==> src/hw/rtl/mf3_pkg.sv <==
// Shared types and constants of the 3x3 median filter.
package mf3_pkg;

  typedef logic [7:0] pixel_t;

  typedef struct packed {
    logic advance;
    logic shift;
  } mf3_ctl_t;

  localparam int CFG_DATA_W = 12;
  localparam int WIDTH_REG_W = 11;
  localparam int HEIGHT_W = 12;
  localparam int COL_W = 10;

  localparam logic REG_IMAGE_WIDTH = 1'b0;
  localparam logic REG_IMAGE_HEIGHT = 1'b1;

  localparam logic [WIDTH_REG_W-1:0] WIDTH_RESET = 11'd1024;
  localparam logic [HEIGHT_W-1:0] HEIGHT_RESET = 12'd768;

endpackage

==> src/hw/rtl/mf3_median.sv <==
// Sorted-column 3x3 window and two-stage median reduction.
module mf3_median
  import mf3_pkg::*;
(
  input  logic     clk,
  input  logic     rst,
  input  mf3_ctl_t ctl,
  input  pixel_t   top_px,
  input  pixel_t   mid_px,
  input  pixel_t   new_px,
  output pixel_t   med_out
);

  typedef struct packed {
    pixel_t lo;
    pixel_t md;
    pixel_t hi;
  } col_t;

  function automatic pixel_t min2(pixel_t a, pixel_t b);
    return (a < b) ? a : b;
  endfunction

  function automatic pixel_t max2(pixel_t a, pixel_t b);
    return (a < b) ? b : a;
  endfunction

  function automatic pixel_t med3(pixel_t a, pixel_t b, pixel_t c);
    return max2(min2(a, b), min2(max2(a, b), c));
  endfunction

  col_t   new_col;
  col_t   win [3];
  pixel_t red_lo;
  pixel_t red_md;
  pixel_t red_hi;

  always_comb begin
    new_col.lo = min2(min2(top_px, mid_px), new_px);
    new_col.md = med3(top_px, mid_px, new_px);
    new_col.hi = max2(max2(top_px, mid_px), new_px);
  end

  always_ff @(posedge clk) begin
    if (rst) begin
      win[0] <= '0;
      win[1] <= '0;
      win[2] <= '0;
    end else if (ctl.shift) begin
      win[0] <= win[1];
      win[1] <= win[2];
      win[2] <= new_col;
    end
  end

  // The median of nine is the median of the largest low, middle mid and smallest high.
  always_ff @(posedge clk) begin
    if (ctl.advance) begin
      red_lo <= max2(max2(win[0].lo, win[1].lo), win[2].lo);
      red_md <= med3(win[0].md, win[1].md, win[2].md);
      red_hi <= min2(min2(win[0].hi, win[1].hi), win[2].hi);
    end
  end

  assign med_out = med3(red_lo, red_md, red_hi);

endmodule

==> config.mk <==
export PLATFORM = sky130hd
export DESIGN_NAME = mf3_median
export DESIGN_NICKNAME = d
export VERILOG_FILES = /design/src/hw/rtl/mf3_pkg.sv /design/src/hw/rtl/mf3_median.sv
export SDC_FILE = /design/constraint.sdc
export NUM_CORES = 1
export LEC_CHECK = 0
export BUFFER_PORTS_ARGS = -buffer_cell sky130_fd_sc_hd__buf_2
export CORE_MARGIN = 2
export CORE_UTILIZATION = 60
export CTS_BUF_LIST = sky130_fd_sc_hd__clkbuf_4 sky130_fd_sc_hd__clkbuf_8
export CTS_CLUSTER_DIAMETER = 80
export DETAILED_ROUTE_END_ITERATION = 8
export PLACE_DENSITY = 0.78
export REMOVE_ABC_BUFFERS = 1
export SYNTH_ARGS = -nofsm -noshare
export SYNTH_HDL_FRONTEND = slang
export SYNTH_SLANG_ARGS = --single-unit
==> constraint.sdc <==
create_clock -name clk -period 6.8 [get_ports clk]
set_input_delay 0.34 -clock clk [delete_from_list [all_inputs] [get_ports clk]]
set_output_delay 0.34 -clock clk [all_outputs]
set_load 0.005 [all_outputs]
==> metrics <==
run status complete, no violations; Synth Register Bits 96; first drt pass iteration count 5; Leak 3.72 nW; initial antenna violation count 0; CP required 6460 ps; Max Cap Viol 0; DR WL met3 747 um; min cycle time layout 6300 ps; post-route setup slack 502 ps; final wirelength 16.8 mm; Final Cycle Share 92.6%; PwrDens 347 nW/um^2; GPL Wtd Cong 0.937; Detail Route met2 WL 8.26 mm; YS warnings 0; aggregate negative setup slack 0 ps; Diodes inserted 0; Setup CP Type reg -> out; Layout Skew 17.8 ps; Post-synth top cells inv_1 (108), ha_1 (98), edfxtp_1 (96); clk slew on worst S/H paths 90 ps; Top Metal Used met4; P&R area growth vs syn 7.51%; HPWL after DPL 13.3 mm; Post-Syn Area 7610 sq um; worst-case clock buffer depth 2; post-route ant nets 0; crit-path max FO 33; DP Worst Slack 431 ps; Die H 117 um; CTS H-tree lvls 3; top cell type's share of synthesized area 37.9%; syn_area_per_cell 9.77 sq um; count of pins over their slew limit 0; die area 13600 sq um; min-delay worst type in -> reg; CTS tree done; Sink Count 96; post-synth cell types 57; leading area contributor after synthesis edfxtp_1; Max Freq 159 MHz; CP Launch Type flop; FILL cells 1023; Relative slew margins 32.5%; Syn Inst Count 779; top post-synthesis cells by area edfxtp_1 (38%), ha_1 (16%), inv_1 (5.3%); drc violations 0; ys async rst share 0%; Setup crit end kind output port; I/O pin count 36; footprint of the multi-input gates 4220 sq um; register area share after synthesis 37.9%; VDD IR max 192 uV; Initial DRC Count 420; Num CTS Buffers 9; Routed wire per std cell 17.0 um; worst skew pair latency 370 ps; DR vias 5766; # rows 41; WP data arrival 5960 ps; vias in the first global route 5560; worst slew pin tran 1010 ps; Post-synth EDFFs 96; aggregate global routing overflow 0; core footprint 12500 sq um; # port buffers 35; share of layout cells above drive strength 1 14.1%; RSZ-0062 raised after global routing false; Final Instance Area 8180 sq um; Storage cell area 2880 sq um; vias per cell 5.84; Root Driver clkbuf_8; most frequent cell after synthesis inv_1; dpl cell area 7950 sq um; ys flop type edfxtp_1; pin count of the biggest net entering global routing 73; gr usage total 26.2%; wl on met1 7.39 mm; Starting Density 60.8%; first-pass GRT wire length 27.6 mm; fin nets 936; final hold violation count 0; DIE WIDTH 117 um; final setup vio count 0
==> path summary, 6_finish.rpt <==
check,start,end,slack (ps),cells past startpoint
hold reg to reg,win[0][28],win[0][4],570,2
hold / removal,new_px[2],win[0][66],390,3
setup / recovery,red_lo[7],med_out[7],500,20
setup reg to reg,win[0][33],red_md[1],630,20
==> state kept, by name, summed over array words and instances, names as in the netlist <==
signal	count
red_hi	8
red_md	8
red_lo	8
win	72
==> cell families after synthesis <==
kind of cell / after synthesis / synth area share, %
AO/OA/AOI/OAI: 190 / 17.0
AND/OR/NAND/NOR: 188 / 11.1
XOR/XNOR: 1 / 0.115
flip-flops: 96 / 37.9
multiplexers: 74 / 10.9
adder cells (fa/ha/maj): 98 / 16.1
buffers and inverters: 132 / 6.87
==> through the flow <==
step | cells | util [%] | hold WS, ps | total power [W]
final | 987 | 65.4 | 391 | 0.00284
after global routing | 987 | 65.4 | 415 | 0.00304
after CTS | 987 | 65.3 | 373 | 0.00284
after detailed placement | 971 | 63.5 | 565 | 0.00242
after global placement | 971 | 63.5 | 551 | 0.00236
after floorplan | 755 | - | 452 | 0.00198
==> cells in the final DEF, fill, tap and decap left out, types with 3 or more instances in the layout <==
cell type,n
o211ai_1,6
nor4_1,4
nand2b_1,6
buf_2,35
mux2i_1,31
ha_1,98
a2111o_1,3
or2_2,3
o21ai_0,46
mux2_2,36
a21oi_1,50
nor2_1,86
a2111oi_0,4
buf_4,9
nand4_1,9
inv_1,108
nor2b_1,7
nor3_1,3
nand2_1,48
a211oi_1,15
mux2i_4,3
and2_1,5
edfxtp_1,96
nand3_1,8
clkbuf_8,9
mux2_1,4
a222oi_1,7
a21o_1,20
o21a_1,9
o21ai_1,3
a31oi_1,3
or3_1,3
==> worst max-delay path, cell delays in order (launching register included) <==
cell and delay, ps:
edfxtp_1 460, ha_1 380, nand2_1 70, nor4_1 650
a21oi_4 350, o21ai_0 350, ha_1 330, a211oi_4 320
o2111ai_1 140, a21oi_1 170, buf_4 230, mux2i_1 110
ha_1 310, a21o_1 120, a21oi_1 80, a21o_1 190
or3_1 390, o211a_4 190, mux2i_4 230, a222oi_1 340
buf_2 180
==> report_power, final <==
part	internal (W)	switching, W	total (W)
Clock	0.000213	0.000199	0.000413
Sequential	0.000749	0.0000536	0.000803
Combinational	0.000718	0.000908	0.00163
Total	0.00168	0.00116	0.00284
==> metal layers <==
metal  global-route usage, %  vias to the layer above
met5                       0                        -
met4                    8.94                        0
met3                    2.75                       23
met2                    44.9                      159
met1                    34.9                     2700
li1                        -                     2884
==> final cells by class <==
| cell class | instances | area share [%] |
|---|---|---|
| clock buffer | 10 | 1.61 |
| clock inverter | 6 | 1.10 |
| inverter | 108 | 4.95 |
| multi-input combinational | 551 | 51.5 |
| sequential | 96 | 35.2 |
| tap | 172 | 2.63 |
| timing repair buffer | 44 | 2.97 |
==> repair_timing <==
item | 4_1_cts | 5_1_grt
hold buffers | 0 | 0
buffers inserted | 0 | 0
endpoints found under the hold margin | 0 | 0
gates resized for setup | 0 | 1
endpoints found under the setup margin | 0 | 8
Power figures use the tool's default switching activity.
